<file path="src/hdl/pgp_packet_deframer_defines.svh">
// Assertion macros for the deframer RTL, used by pgp_hdr_decode.
`ifndef PGP_PACKET_DEFRAMER_DEFINES_SVH
`define PGP_PACKET_DEFRAMER_DEFINES_SVH

// Condition holds in the same cycle as the trigger.
`define PGP_ASSERT_SAME(label, clk, rst_n, ante, cons, msg) \
    label: assert property (@(posedge clk) disable iff (!rst_n) (ante) |-> (cons)) \
        else $error(msg);

// Condition holds in the cycle after the trigger.
`define PGP_ASSERT_NEXT(label, clk, rst_n, ante, cons, msg) \
    label: assert property (@(posedge clk) disable iff (!rst_n) (ante) |=> (cons)) \
        else $error(msg);

`endif

</file>
<file path="src/hdl/pgp_pkg.sv">
`timescale 1ns / 1ps
`default_nettype none

package pgp_pkg;

    // Parser phase
    typedef enum logic [2:0] {
        PH_TAG   = 3'd0,
        PH_NLEN1 = 3'd1,
        PH_NLEN2 = 3'd2,
        PH_MULTI = 3'd3,
        PH_DATA  = 3'd4
    } pgp_phase_t;

    // Kind of result reported per byte
    typedef enum logic [1:0] {
        EV_HDR_BYTE = 2'd0,
        EV_HDR_DONE = 2'd1,
        EV_PAYLOAD  = 2'd2
    } pgp_event_t;

    // Old-format length type codes
    typedef enum logic [1:0] {
        OLD_LT_ONE  = 2'd0,
        OLD_LT_TWO  = 2'd1,
        OLD_LT_FOUR = 2'd2,
        OLD_LT_NONE = 2'd3
    } pgp_old_len_t;

    // New-format first length byte boundaries
    localparam logic [7:0]  LEN_TWO_BYTE    = 8'd192;
    localparam logic [7:0]  LEN_UNSUP       = 8'd224;
    localparam logic [7:0]  LEN_FOUR_BYTE   = 8'd255;
    localparam logic [31:0] LEN_TWO_OFFSET  = 32'd192;
    localparam logic [31:0] LEN_UNSUPPORTED = 32'hFFFF_FFFF;

    // One result as it leaves the decoder
    typedef struct packed {
        pgp_event_t         event_kind;
        logic [5:0]         packet_type;
        logic               new_format;
        logic signed [31:0] packet_length;
        logic               header_valid;
        logic [7:0]         payload_byte;
        logic               payload_last;
    } pgp_result_t;

endpackage

`default_nettype wire

</file>
<file path="src/hdl/pgp_interfaces.sv">
`timescale 1ns / 1ps
`default_nettype none

// Raw byte stream channel
interface pgp_byte_if;
    logic       valid;
    logic       ready;
    logic [7:0] in_byte;

    modport source (output valid, output in_byte, input ready);
    modport sink   (input valid, input in_byte, output ready);
endinterface

// Deframer result channel
interface pgp_event_if;
    logic               valid;
    logic               ready;
    logic [1:0]         event_kind;
    logic [5:0]         packet_type;
    logic               new_format;
    logic signed [31:0] packet_length;
    logic               header_valid;
    logic [7:0]         payload_byte;
    logic               payload_last;

    modport source (
        output valid, output event_kind, output packet_type, output new_format,
        output packet_length, output header_valid, output payload_byte,
        output payload_last, input ready
    );
    modport sink (
        input valid, input event_kind, input packet_type, input new_format,
        input packet_length, input header_valid, input payload_byte,
        input payload_last, output ready
    );
endinterface

`default_nettype wire

</file>
<file path="src/hdl/pgp_in_stage.sv">
`timescale 1ns / 1ps
`default_nettype none

// Input register: holds one byte until the decoder takes it.
module pgp_in_stage (
    input  wire logic       clk,
    input  wire logic       rst_n,
    input  wire logic       valid,
    input  wire logic [7:0] in_byte,
    output logic            ready,
    input  wire logic       advance,
    output logic            hold_valid,
    output logic [7:0]      hold_byte
);

    logic       valid_reg;
    logic       valid_next;
    logic [7:0] byte_reg;

    // Free slot, or the held byte moves on this cycle
    assign ready = !valid_reg || advance;

    always_comb
    begin
        valid_next = valid_reg;
        if (valid && ready)
        begin
            valid_next = 1'b1;
        end
        else if (advance)
        begin
            valid_next = 1'b0;
        end
    end

    always_ff @(posedge clk or negedge rst_n)
    begin
        if (!rst_n)
        begin
            valid_reg <= 1'b0;
        end
        else
        begin
            valid_reg <= valid_next;
        end
    end

    // Payload, no reset
    always_ff @(posedge clk)
    begin
        if (valid && ready)
        begin
            byte_reg <= in_byte;
        end
    end

    assign hold_valid = valid_reg;
    assign hold_byte  = byte_reg;

endmodule

`default_nettype wire

</file>
<file path="src/hdl/pgp_hdr_decode.sv">
`timescale 1ns / 1ps
`default_nettype none
`include "pgp_packet_deframer_defines.svh"

// Header state machine: one byte per advance, result formed combinationally.
module pgp_hdr_decode (
    input  wire logic        clk,
    input  wire logic        rst_n,
    input  wire logic        advance,
    input  wire logic [7:0]  in_byte,
    output pgp_pkg::pgp_result_t result
);

    import pgp_pkg::*;

    pgp_phase_t  phase_reg,   phase_next;
    logic        format_reg,  format_next;
    logic [5:0]  type_reg,    type_next;
    logic [2:0]  left_reg,    left_next;
    logic [31:0] accum_reg,   accum_next;
    logic [30:0] payload_reg, payload_next;

    logic        done;
    logic [31:0] done_len;
    logic        hdr_ok;
    logic        last;
    pgp_event_t  kind;

    // State registers
    always_ff @(posedge clk or negedge rst_n)
    begin
        if (!rst_n)
        begin
            phase_reg   <= PH_TAG;
            format_reg  <= 1'b0;
            type_reg    <= '0;
            left_reg    <= '0;
            accum_reg   <= '0;
            payload_reg <= '0;
        end
        else if (advance)
        begin
            phase_reg   <= phase_next;
            format_reg  <= format_next;
            type_reg    <= type_next;
            left_reg    <= left_next;
            accum_reg   <= accum_next;
            payload_reg <= payload_next;
        end
    end

    // Next state and result
    always_comb
    begin
        phase_next   = phase_reg;
        format_next  = format_reg;
        type_next    = type_reg;
        left_next    = left_reg;
        accum_next   = accum_reg;
        payload_next = payload_reg;
        done         = 1'b0;
        done_len     = '0;
        hdr_ok       = 1'b0;
        last         = 1'b0;
        kind         = EV_HDR_BYTE;

        case (phase_reg)
            PH_NLEN1:
            begin
                if (in_byte < LEN_TWO_BYTE)
                begin
                    done     = 1'b1;
                    done_len = {24'd0, in_byte};
                end
                else if (in_byte < LEN_UNSUP)
                begin
                    // 192..223: high part is the low five bits
                    accum_next = {19'd0, in_byte[4:0], 8'd0};
                    phase_next = PH_NLEN2;
                end
                else if (in_byte == LEN_FOUR_BYTE)
                begin
                    accum_next = '0;
                    left_next  = 3'd4;
                    phase_next = PH_MULTI;
                end
                else
                begin
                    done     = 1'b1;
                    done_len = LEN_UNSUPPORTED;
                end
            end
            PH_NLEN2:
            begin
                done     = 1'b1;
                done_len = accum_reg + {24'd0, in_byte} + LEN_TWO_OFFSET;
            end
            PH_MULTI:
            begin
                accum_next = {accum_reg[23:0], in_byte};
                left_next  = left_reg - 3'd1;
                if (left_next == 3'd0)
                begin
                    done     = 1'b1;
                    done_len = {accum_reg[23:0], in_byte};
                end
            end
            PH_DATA:
            begin
                kind = EV_PAYLOAD;
                last = (payload_reg <= 31'd1);
                if (last)
                begin
                    payload_next = '0;
                    phase_next   = PH_TAG;
                end
                else
                begin
                    payload_next = payload_reg - 31'd1;
                end
            end
            default:
            begin
                // Tag byte
                accum_next = '0;
                if (in_byte[6])
                begin
                    format_next = 1'b1;
                    type_next   = in_byte[5:0];
                    phase_next  = PH_NLEN1;
                end
                else
                begin
                    format_next = 1'b0;
                    type_next   = {2'b00, in_byte[5:2]};
                    case (pgp_old_len_t'(in_byte[1:0]))
                        OLD_LT_ONE:  left_next = 3'd1;
                        OLD_LT_TWO:  left_next = 3'd2;
                        OLD_LT_FOUR: left_next = 3'd4;
                        default:     left_next = left_reg;
                    endcase
                    if (pgp_old_len_t'(in_byte[1:0]) == OLD_LT_NONE)
                    begin
                        done     = 1'b1;
                        done_len = LEN_UNSUPPORTED;
                    end
                    else
                    begin
                        phase_next = PH_MULTI;
                    end
                end
            end
        endcase

        // Header completion
        if (done)
        begin
            hdr_ok       = (done_len != 32'd0) && !done_len[31];
            kind         = EV_HDR_DONE;
            accum_next   = done_len;
            left_next    = '0;
            payload_next = hdr_ok ? done_len[30:0] : 31'd0;
            phase_next   = hdr_ok ? PH_DATA : PH_TAG;
        end

        result.event_kind    = kind;
        result.packet_type   = type_next;
        result.new_format    = format_next;
        result.packet_length = (kind == EV_HDR_BYTE) ? 32'sd0 :
                               done ? $signed(done_len) : $signed(accum_reg);
        result.header_valid  = done ? hdr_ok : (kind == EV_PAYLOAD);
        result.payload_byte  = (kind == EV_PAYLOAD) ? in_byte : 8'd0;
        result.payload_last  = last;
    end

    `PGP_ASSERT_NEXT(a_valid_hdr_to_data, clk, rst_n,
        advance && done && hdr_ok, phase_reg == PH_DATA,
        "valid header did not enter payload phase")
    `PGP_ASSERT_SAME(a_data_has_bytes, clk, rst_n,
        phase_reg == PH_DATA, payload_reg != 31'd0,
        "payload phase with no bytes left")
    `PGP_ASSERT_SAME(a_multi_count, clk, rst_n,
        phase_reg == PH_MULTI, (left_reg != 3'd0) && (left_reg <= 3'd4),
        "length byte count out of range")

endmodule

`default_nettype wire

</file>
<file path="src/hdl/pgp_out_stage.sv">
`timescale 1ns / 1ps
`default_nettype none

// Result register: decides when the decoder may take the next byte.
module pgp_out_stage (
    input  wire logic                clk,
    input  wire logic                rst_n,
    input  wire logic                item_valid,
    input  wire pgp_pkg::pgp_result_t item,
    output logic                     advance,
    output logic                     valid,
    input  wire logic                ready,
    output pgp_pkg::pgp_result_t     result
);

    import pgp_pkg::*;

    logic        valid_reg;
    logic        valid_next;
    pgp_result_t result_reg;

    // Register empty or being drained
    assign advance = item_valid && (!valid_reg || ready);

    always_comb
    begin
        valid_next = valid_reg;
        if (advance)
        begin
            valid_next = 1'b1;
        end
        else if (ready)
        begin
            valid_next = 1'b0;
        end
    end

    always_ff @(posedge clk or negedge rst_n)
    begin
        if (!rst_n)
        begin
            valid_reg <= 1'b0;
        end
        else
        begin
            valid_reg <= valid_next;
        end
    end

    always_ff @(posedge clk)
    begin
        if (advance)
        begin
            result_reg <= item;
        end
    end

    assign valid  = valid_reg;
    assign result = result_reg;

endmodule

`default_nettype wire

</file>
<file path="src/hdl/pgp_packet_deframer.sv">
// OpenPGP packet deframer: one result per input byte.
// Each byte passes through the input register, the decoder and the result register before its result is offered.
// Throughput: one byte per cycle while the result side does not stall; the header state updates once per byte.
// Reset (rst_n, asynchronous, active low): both stages empty, parser expects a tag byte.
`timescale 1ns / 1ps
`default_nettype none

module pgp_packet_deframer (
    input  wire logic         clk,
    input  wire logic         rst_n,
    pgp_byte_if.sink          byte_chan,
    pgp_event_if.source       event_chan
);

    import pgp_pkg::*;

    logic        advance;
    logic        hold_valid;
    logic [7:0]  hold_byte;
    pgp_result_t dec_result;
    pgp_result_t out_result;

    pgp_in_stage u_in (
        .clk        (clk),
        .rst_n      (rst_n),
        .valid      (byte_chan.valid),
        .in_byte    (byte_chan.in_byte),
        .ready      (byte_chan.ready),
        .advance    (advance),
        .hold_valid (hold_valid),
        .hold_byte  (hold_byte)
    );

    pgp_hdr_decode u_dec (
        .clk     (clk),
        .rst_n   (rst_n),
        .advance (advance),
        .in_byte (hold_byte),
        .result  (dec_result)
    );

    pgp_out_stage u_out (
        .clk        (clk),
        .rst_n      (rst_n),
        .item_valid (hold_valid),
        .item       (dec_result),
        .advance    (advance),
        .valid      (event_chan.valid),
        .ready      (event_chan.ready),
        .result     (out_result)
    );

    // Result fields onto the channel
    assign event_chan.event_kind    = out_result.event_kind;
    assign event_chan.packet_type   = out_result.packet_type;
    assign event_chan.new_format    = out_result.new_format;
    assign event_chan.packet_length = out_result.packet_length;
    assign event_chan.header_valid  = out_result.header_valid;
    assign event_chan.payload_byte  = out_result.payload_byte;
    assign event_chan.payload_last  = out_result.payload_last;

endmodule

`default_nettype wire

</file>
<file path="src/flat_wrapper.sv">
// flat-port wrapper written by rule: the top's interface ports become plain ports
module pgp_packet_deframer_flat import pgp_pkg::*;
  (clk, rst_n, byte_chan_valid, byte_chan_in_byte, byte_chan_ready, event_chan_valid, event_chan_event_kind, event_chan_packet_type, event_chan_new_format, event_chan_packet_length, event_chan_header_valid, event_chan_payload_byte, event_chan_payload_last, event_chan_ready);
  pgp_byte_if byte_chan_i ();
  pgp_event_if event_chan_i ();
  input  wire logic clk;
  input  wire logic rst_n;
  input wire logic [$bits(byte_chan_i.valid)-1:0] byte_chan_valid;
  input wire logic [$bits(byte_chan_i.in_byte)-1:0] byte_chan_in_byte;
  output wire logic [$bits(byte_chan_i.ready)-1:0] byte_chan_ready;
  output wire logic [$bits(event_chan_i.valid)-1:0] event_chan_valid;
  output wire logic [$bits(event_chan_i.event_kind)-1:0] event_chan_event_kind;
  output wire logic [$bits(event_chan_i.packet_type)-1:0] event_chan_packet_type;
  output wire logic [$bits(event_chan_i.new_format)-1:0] event_chan_new_format;
  output wire logic [$bits(event_chan_i.packet_length)-1:0] event_chan_packet_length;
  output wire logic [$bits(event_chan_i.header_valid)-1:0] event_chan_header_valid;
  output wire logic [$bits(event_chan_i.payload_byte)-1:0] event_chan_payload_byte;
  output wire logic [$bits(event_chan_i.payload_last)-1:0] event_chan_payload_last;
  input wire logic [$bits(event_chan_i.ready)-1:0] event_chan_ready;
  assign byte_chan_i.valid = byte_chan_valid;
  assign byte_chan_i.in_byte = byte_chan_in_byte;
  assign byte_chan_ready = byte_chan_i.ready;
  assign event_chan_valid = event_chan_i.valid;
  assign event_chan_event_kind = event_chan_i.event_kind;
  assign event_chan_packet_type = event_chan_i.packet_type;
  assign event_chan_new_format = event_chan_i.new_format;
  assign event_chan_packet_length = event_chan_i.packet_length;
  assign event_chan_header_valid = event_chan_i.header_valid;
  assign event_chan_payload_byte = event_chan_i.payload_byte;
  assign event_chan_payload_last = event_chan_i.payload_last;
  assign event_chan_i.ready = event_chan_ready;
  pgp_packet_deframer u_core (.clk(clk), .rst_n(rst_n), .byte_chan(byte_chan_i), .event_chan(event_chan_i));
endmodule
</file>
<file path="config.mk">
export PLATFORM = sky130hd
export DESIGN_NAME = pgp_packet_deframer_flat
export DESIGN_NICKNAME = d
export VERILOG_FILES = /design/src/hdl/pgp_pkg.sv /design/src/hdl/pgp_interfaces.sv /design/src/hdl/pgp_in_stage.sv /design/src/hdl/pgp_hdr_decode.sv /design/src/hdl/pgp_out_stage.sv /design/src/hdl/pgp_packet_deframer.sv /design/src/flat_wrapper.sv
export VERILOG_INCLUDE_DIRS = /design/src /design/src/hdl
export SDC_FILE = /design/constraint.sdc
export NUM_CORES = 1
export LEC_CHECK = 0
export ABC_AREA = 0
export BUFFER_PORTS_ARGS = -buffer_cell sky130_fd_sc_hd__buf_2
export CORE_UTILIZATION = 60
export CTS_CLUSTER_SIZE = 24
export DETAILED_ROUTE_END_ITERATION = 6
export PLACE_DENSITY_LB_ADDON = 0.3
export SLEW_MARGIN = 10
export SYNTH_ARGS = -nofsm -noshare
export SYNTH_HDL_FRONTEND = slang
export SYNTH_SLANG_ARGS = --single-unit
</file>
<file path="constraint.sdc">
create_clock -name clk -period 10.89 [get_ports clk]
set_input_delay 1.6335 -clock clk [delete_from_list [all_inputs] [get_ports clk]]
set_output_delay 1.6335 -clock clk [all_outputs]
set_load 0.05 [all_outputs]
</file>
== Word-level counts from Yosys, hierarchy flattened ==
Index checks and enable logic that the tools add are counted.
Word-level totals
  bits of input ports: 12
  register bits: 137
  output and inout bits: 53
Cells by class
  eq/ne operators: 18
  $lt $le $gt $ge: 3
  reduce and logical (&&, ||, !) cells: 23
  muxes and demuxes: 51
  add/sub/neg operators: 4
Operator list (count)
  $mux 32: 11
  $pmux 32 s4: 1
  $mux 31: 4
  $pmux 32 s3: 1
  $mux 3: 13
  $add 32x8->32: 1
  $add 32x8->32 const B: 1
  $reduce_bool 32->1: 1
  $le 31x1->1 const B: 1
  $sub 31x1->31 const B: 1
  $pmux 3 s3: 3
  $lt 8x8->1 const B: 2
  $mux 1: 13
  $mux 6: 2
  $ne 3x3->1 const B: 4
  $eq 8x8->1 const B: 1
  $ne 4x4->1 const B: 2
  $reduce_and 7->1: 1
  $eq 2x2->1 const B: 3
  $eq 3x2->1 const B: 2
  $reduce_and 6->1: 1
  $reduce_bool 2->1: 3
  $reduce_bool 6->1: 1
  $ne 5x2->1 const B: 1
  16 further kinds: 25

== Longest topological paths before layout ==
Gate-level depths: netlist of the first run.
  depth after elaboration: 9
  gate-level depth with buffers: 15
  gate-level depth less buffers: 13

== Hierarchy ==
Synthesis of the first run repeated with hierarchy kept, for this count alone.
Unflattened totals
  cell total of the unflattened synthesis: 916
  area, all modules: 8281.7 µm²
By module, submodules not included
  pgp_hdr_decode: cells an instance 849, area an instance 6412.4 µm², sequential area each 1901.8 µm², times used 1
  pgp_out_stage: cells an instance 55, area an instance 1575.3 µm², sequential area each 1556.5 µm², times used 1
  pgp_in_stage: cells an instance 12, area an instance 294.0 µm², sequential area each 265.3 µm², times used 1

== Worst setup path after synthesis of the first run ==
Ideal clock, no wire load.
  path type: reg2reg
  start point: register u_core.u_in.byte_reg[6], in the netlist u_core.u_in.hold_byte[6]
  end point: register u_core.u_out.result_reg, in the netlist u_core.u_out.result[9], data pin
  clock period less this slack: 3.781 ns
  cell stages (with the launch flop): 15
  data arrival time: 3.512 ns
  path slack: 7.109 ns
  path buffers: 1
  cell sequence: edfxtp_1 buf_1 inv_1 ha_1 inv_1 ha_1 o211ai_1 o211ai_2 nand4_1 xnor2_1 a221oi_1 nand4_1 or4_1 nor4_2 o21ai_1
RTL lines
  from (decl): RTL line pgp_in_stage.sv:18  | logic [7:0] byte_reg;
  from (signal assigned): RTL line pgp_in_stage.sv:53  | byte_reg <= in_byte;
  to (signal assigned): RTL line pgp_out_stage.sv:54  | result_reg <= item;
  to (decl): RTL line pgp_out_stage.sv:20  | pgp_result_t result_reg;

==> results of run 1 <==
-- per-layer routing --
metal | GRT usage | wire, µm
met5 | 0 | 14
met4 | 0.150 | 918
met3 | 0.0787 | 2710
met2 | 0.473 | 9850
met1 | 0.475 | 9290
-- layout make-up --
type / instances / area [µm²] / area share
Multi-Input combinational cell: 655 / 4050 / 0.443
Sequential cell: 137 / 3720 / 0.407
Clock buffer: 21 / 450 / 0.0493
Timing Repair Buffer: 75 / 405 / 0.0443
Tap cell: 176 / 220 / 0.0241
Clock inverter: 11 / 199 / 0.0218
Inverter: 26 / 97.6 / 0.0107
-- power groups by stage --
stage / Combinational [mW] / Clock [mW] / Sequential (mW)
after floorplan: 0.990 / 0 / 1.06
after global placement: 1.38 / 0 / 0.994
after detailed placement: 1.40 / 0 / 0.998
after CTS: 1.41 / 0.643 / 0.992
after global routing: 1.55 / 0.667 / 1.02
final: 1.44 / 0.640 / 1.01
-- cell families (layout without fill, tap and decap cells) --
family | Yosys count | after routing | share of synthesized area
buffers and inverters | 95 | 133 | 0.0500
AND/OR/NAND/NOR | 314 | 314 | 0.187
adder cells (fa/ha/maj) | 27 | 27 | 0.0423
flip-flops | 137 | 137 | 0.456
multiplexers | 6 | 6 | 0.00766
AO/OA/AOI/OAI | 283 | 283 | 0.230
XOR/XNOR | 25 | 25 | 0.0268
-- worst paths after layout --
check / startpoint / endpoint / slack [ps] / cells past startpoint
max: u_core.u_in.hold_byte[6]$_DFFE_PP_ / u_core.u_out.result[9]$_DFFE_PP_ / 6330 / 13
min: u_core.u_dec.type_reg[3]$_DFFE_PN0P_ / u_core.u_dec.type_reg[3]$_DFFE_PN0P_ / 480 / 2
max reg2reg: u_core.u_in.hold_byte[6]$_DFFE_PP_ / u_core.u_out.result[9]$_DFFE_PP_ / 6330 / 13
min reg2reg: u_core.u_dec.type_reg[3]$_DFFE_PN0P_ / u_core.u_dec.type_reg[3]$_DFFE_PN0P_ / 480 / 2
max in group asynchronous: rst_n / u_core.u_dec.payload_reg[23]$_DFFE_PN0P_ / 8810 / 1
min in group asynchronous: rst_n / u_core.u_dec.left_reg[1]$_DFFE_PN0P_ / 1380 / 1
-- metrics by stage --
step / total power [mW] / utilization / cell area (µm²) / hold WS (ps)
3_5_place_dp: 2.40 / 0.642 / 8500 / 463
2_1_floorplan: 2.04 / - / 8160 / 446
4_1_cts: 3.04 / 0.691 / 9150 / 478
3_3_place_gp: 2.38 / 0.642 / 8500 / 458
5_1_grt: 3.24 / 0.691 / 9150 / 502
6_report: 3.09 / 0.691 / 9150 / 481
-- cell usage after synthesis, types with 4 or more instances --
| library cell | n |
|---|---|
| inv_1 | 24 |
| ha_1 | 26 |
| a21boi_0 | 4 |
| o21ai_1 | 5 |
| xnor2_1 | 17 |
| a221oi_1 | 23 |
| nor3_1 | 20 |
| a21oi_1 | 66 |
| edfxtp_1 | 59 |
| a22o_1 | 16 |
| o211ai_1 | 7 |
| o32ai_1 | 10 |
| nand2_1 | 113 |
| and3_1 | 6 |
| or3_1 | 7 |
| a211o_1 | 7 |
| and2_1 | 9 |
| or2_2 | 4 |
| nand3_1 | 19 |
| xor2_1 | 8 |
| buf_2 | 24 |
| o22ai_1 | 9 |
| a211oi_1 | 9 |
| a21o_1 | 15 |
| dfrtp_1 | 78 |
| nand4_1 | 17 |
| o21ai_0 | 67 |
| a31oi_1 | 14 |
| mux2i_1 | 4 |
| clkbuf_1 | 37 |
| nand2b_1 | 4 |
| or4_1 | 7 |
| nor2_1 | 76 |
| nor4_1 | 10 |
-- critical path, stage by stage, from the launching register on --
cell,delay (ps)
edfxtp_1,720
inv_1,250
ha_1,360
inv_1,40
ha_1,340
o211ai_1,140
o211ai_2,410
nand4_1,170
xnor2_1,160
a221oi_1,620
nand4_1,160
or4_1,440
nor4_2,350
o21ai_1,110
==> results.json, run 1 <==
{
  "clockBufferDepth": 2,
  "critPathLaunchType": "flip-flop",
  "drive_above_1_share": 0.142,
  "final_nets": 951,
  "ys_ff_latch": 137,
  "p_comb_frac": 0.467,
  "synth_nets": 926,
  "hold_viol": 0,
  "die_area_um2": 14100,
  "cp.required_ps": 11030,
  "dp_hpwl_um": 15000,
  "vias": 7463,
  "leakage_nw": 3.86,
  "post_cts_buffers": 0,
  "grt_first_pass_wirelength_um": 35900,
  "antenna_found_initial": 1,
  "switching_share": 0.463,
  "die_w_um": 119,
  "cts_resized": 0,
  "syn2layout_area_growth_pct": 12.0,
  "ys_seq_area_frac": 0.456,
  "cts_sinks": 137,
  "max_freq_mhz": 219,
  "slew_viol_final": 0,
  "crit_arrival_ps": 4700,
  "grt_max_degree": 79,
  "drt-initial-drc-count": 1051,
  "numCtsBuffers": 17,
  "ys_warn_count": 0,
  "largest_reg_flops": 51,
  "synth.avg_cell_area_um2": 9.20,
  "drtPass1Iterations": 6,
  "groute.usage.overall": 0.331,
  "final_cells": 1101,
  "htree_levels": 4,
  "via_per_inst": 6.78,
  "numPortBuffers": 64,
  "avgRoutedWirePerCell_um": 20.7,
  "netlist.area_leader.share": 0.239,
  "worst_pin_slew_ps": 1220,
  "hold_class": "reg2reg",
  "cp-end-kind": "flip-flop",
  "synth_flop_cell": "dfrtp_1",
  "synthTopCellsByArea": "dfrtp_1 (24%), edfxtp_1 (22%), nand2_1 (5.2%)",
  "placementRows": 42,
  "final-setup-viol-count": 0,
  "synth_async_sr_flop_share": 0.569,
  "cts_root_buf": "clkbuf_16",
  "io_pins": 65,
  "core_area_um2": 13200,
  "period_minus_slack_ps": 4560,
  "drc": 0,
  "peakVddDrop_mv": 0.137,
  "fp.dieH_um": 119,
  "final_common_cell": "nand2_1",
  "place_congestion": 1.02,
  "overflow": 0,
  "drv_cap": 0,
  "syn_area_um2": 8160,
  "diodes": 0,
  "rsz0062_at_grt": "no",
  "drtAntennaViolNets": 0,
  "clock_latency_ps": 430,
  "period_share": 0.419,
  "status": "complete, no violations",
  "clk_pin_slew_ps": 60,
  "crit_path_max_fanout": 13,
  "final_cell_mix": "nand2_1 (113), dfrtp_1 (78), nor2_1 (75)",
  "p_int_mw": 1.66,
  "fin_skew_ps": 10.3,
  "timing.final.ws_setup_ps": 6330,
  "yosysTopAreaCell": "dfrtp_1",
  "p_per_area_nw_per_um2": 338,
  "fillCellCount": 1028,
  "grt_pass1_vias": 6652,
  "cts_tree": "built",
  "crit_type": "reg2reg",
  "yosysUniqueCellTypes": 74,
  "cts_hold_buf": 0,
  "wirelength_um": 22800,
  "pwr-share-seq": 0.326,
  "start_util": 0.616,
  "dp_cells": 1069,
  "p_sw_mw": 1.43,
  "synthCells": 887,
  "clockPowerShare": 0.207,
  "synth-edff-count": 59,
  "dp_slack_ps": 6540,
  "relSlewSlack": 0.180,
  "tns_ps": 0
}
Power figures use the tool's default switching activity.
==> inputs of run 2 (changes only) <==
Settings changed: ABC_AREA 0 to 1.
Clock period 10.89 ns to 4.4 ns, I/O delays scaled along.
==> run 2 against run 1 <==
- non-clock buffer count increased by 1
- cell count increased by 34%
- flip-flop and latch count unchanged
- worst hold slack got worse by 85 ps
- via count increased by 19%
- die area increased by 16%
- synthesized cell count increased by 35%
- clock skew increased by 1.8 ps
- critical endpoint is now u_core.u_dec.payload_reg[24]$_DFFE_PN0P_
- highest routed layer is now met4
==> results.json, run 2 <==
{
  "status": "complete, no violations",
  "cts_tree": "built",
  "avgRoutedWirePerCell_um": 18.1,
  "hold_viol": 0,
  "netlist.area_leader.share": 0.206,
  "period_minus_slack_ps": 3680,
  "drc": 0,
  "synth_flop_cell": "dfrtp_1",
  "relSlewSlack": 0.280,
  "grt_pass1_vias": 8214,
  "crit_type": "reg2reg",
  "critPathLaunchType": "flip-flop",
  "vias": 8847,
  "timing.final.ws_setup_ps": 717,
  "overflow": 0,
  "via_per_inst": 6.00,
  "synthAdderAreaFrac": 0.0365,
  "synthTopCellsByArea": "dfrtp_1 (21%), edfxtp_1 (19%), nand2_1 (8.2%)",
  "synth_async_sr_flop_share": 0.569,
  "fin_skew_ps": 12.1,
  "hold_class": "in2async",
  "start_util": 0.618,
  "ys_top_cells_by_count": "nand2_1 (207), nor2_1 (156), inv_1 (155)",
  "grt_max_degree": 79,
  "synth_top_family_by_area": "simple AND/OR/NAND/NOR gates",
  "synthXorXnorAreaFrac": 0.0259,
  "ys_warn_count": 0,
  "io_pins": 65,
  "diodes": 0,
  "yosysMostFrequentCell": "nand2_1",
  "synthCells": 1200,
  "clock_latency_ps": 440,
  "synth_nets": 1239,
  "final_nets": 1290,
  "cts_hold_buf": 0,
  "drtPass1Iterations": 6,
  "syn2layout_area_growth_pct": 11.1,
  "cts_root_buf": "clkbuf_16",
  "rsz0062_at_grt": "no",
  "die_area_um2": 16300,
  "worst_pin_slew_ps": 1080,
  "cts_sinks": 137,
  "final_common_cell": "nand2_1",
  "ys_seq_area_frac": 0.393,
  "tns_ps": 0,
  "crit_path_max_fanout": 25,
  "antenna_found_initial": 0,
  "groute.usage.overall": 0.344,
  "fillCellCount": 1255,
  "final-setup-viol-count": 0,
  "die_w_um": 128,
  "drt-initial-drc-count": 1109,
  "syn_area_um2": 9460,
  "htree_levels": 4,
  "peakVddDrop_mv": 0.350,
  "drtAntennaViolNets": 0,
  "dp_cells": 1443,
  "dp_slack_ps": 825,
  "numPortBuffers": 64,
  "largest_reg_flops": 51,
  "post_cts_buffers": 0,
  "grt_first_pass_wirelength_um": 43100,
  "wirelength_um": 26700,
  "core_area_um2": 15300,
  "place_congestion": 1.01,
  "cts_resized": 0,
  "numCtsBuffers": 17,
  "final_cells": 1475,
  "synth-edff-count": 59,
  "yosysTopAreaCell": "dfrtp_1",
  "p_per_area_nw_per_um2": 733,
  "synth_compound_area_frac": 0.147,
  "fp.dieH_um": 128,
  "yosys.area_share.simple": 0.304,
  "cp-end-kind": "flip-flop",
  "period_share": 0.837,
  "max_freq_mhz": 272,
  "ys_ff_latch": 137,
  "synth.avg_cell_area_um2": 7.89,
  "leakage_nw": 4.78,
  "crit_arrival_ps": 4040,
  "final_cell_mix": "nand2_1 (207), inv_1 (154), nor2_1 (154)",
  "clk_pin_slew_ps": 70,
  "drive_above_1_share": 0.190,
  "synth.mux.area_fraction": 0,
  "clockBufferDepth": 2,
  "placementRows": 45,
  "cp.required_ps": 4760,
  "slew_viol_final": 0,
  "yosysUniqueCellTypes": 52,
  "dp_hpwl_um": 18700,
  "drv_cap": 0
}
[run 2: metal layers]
layer,wire (µm),share of wire,track usage
met5,0,0,0
met1,11300,0.42,0.485
met3,2770,0.10,0.0741
met2,12000,0.45,0.527
met4,638,0.024,0.118
[run 2: cell type report]
cell class                      instances  area (µm²)  area share
Tap cell                              211         264      0.0251
Clock inverter                         15         195      0.0186
Timing Repair Buffer                   76         413      0.0393
Multi-Input combinational cell        851        4860       0.462
Clock buffer                           17         425      0.0405
Sequential cell                       137        3720       0.354
Inverter                              168         636      0.0604
[run 2: metrics by stage]
stage                     instance area, µm²  power, mW  utilization  hold WS (ps)
after global routing                   10500       8.17        0.687           389
after global placement                  9890       6.01        0.646           478
final                                  10500       7.71        0.687           396
after CTS                              10500       7.63        0.687           390
after detailed placement                9890       6.08        0.646           480
after floorplan                         9460       5.17            -           364
[run 2: critical path: stages (launching register included)]
cell      delay, ps
edfxtp_1        470
ha_1            280
nand2_2         120
o21ai_4         270
nand2_4         100
nand2_1          90
inv_1            70
nor3_4          160
nand2_2         390
nor2_2          920
inv_1           340
nor2_1          170
nor2_1           80
a21oi_2         150
[run 2: logic make-up after synthesis]
kind of cell | Yosys count
AOI/OAI and AO/OA | 218
DFF | 137
xor gates and xnor gates | 28
and+or+nand+nor | 578
adders and majority gates | 27
buffers and inverters | 212
[run 2: final timing paths]
path	start	end	slack (ps)	cells after the start
max reg2reg	u_core.u_in.hold_byte[0]$_DFFE_PP_	u_core.u_dec.payload_reg[24]$_DFFE_PN0P_	720	13
max	u_core.u_in.hold_byte[0]$_DFFE_PP_	u_core.u_dec.payload_reg[24]$_DFFE_PN0P_	720	13
min in group clk	byte_chan_in_byte[3]	u_core.u_in.hold_byte[3]$_DFFE_PP_	400	1
min reg2reg	u_core.u_dec.left_reg[1]$_DFFE_PN0P_	u_core.u_dec.left_reg[1]$_DFFE_PN0P_	500	2
min	rst_n	u_core.u_dec.type_reg[1]$_DFFE_PN0P_	400	1
max in group asynchronous	rst_n	u_core.u_dec.accum_reg[3]$_DFFE_PN0P_	3270	1
[run 2: power breakdown]
part / internal, mW / switching [mW] / total (mW)
registers: 1.92 / 0.511 / 2.44
logic: 1.05 / 2.71 / 3.75
clock network: 0.871 / 0.652 / 1.52
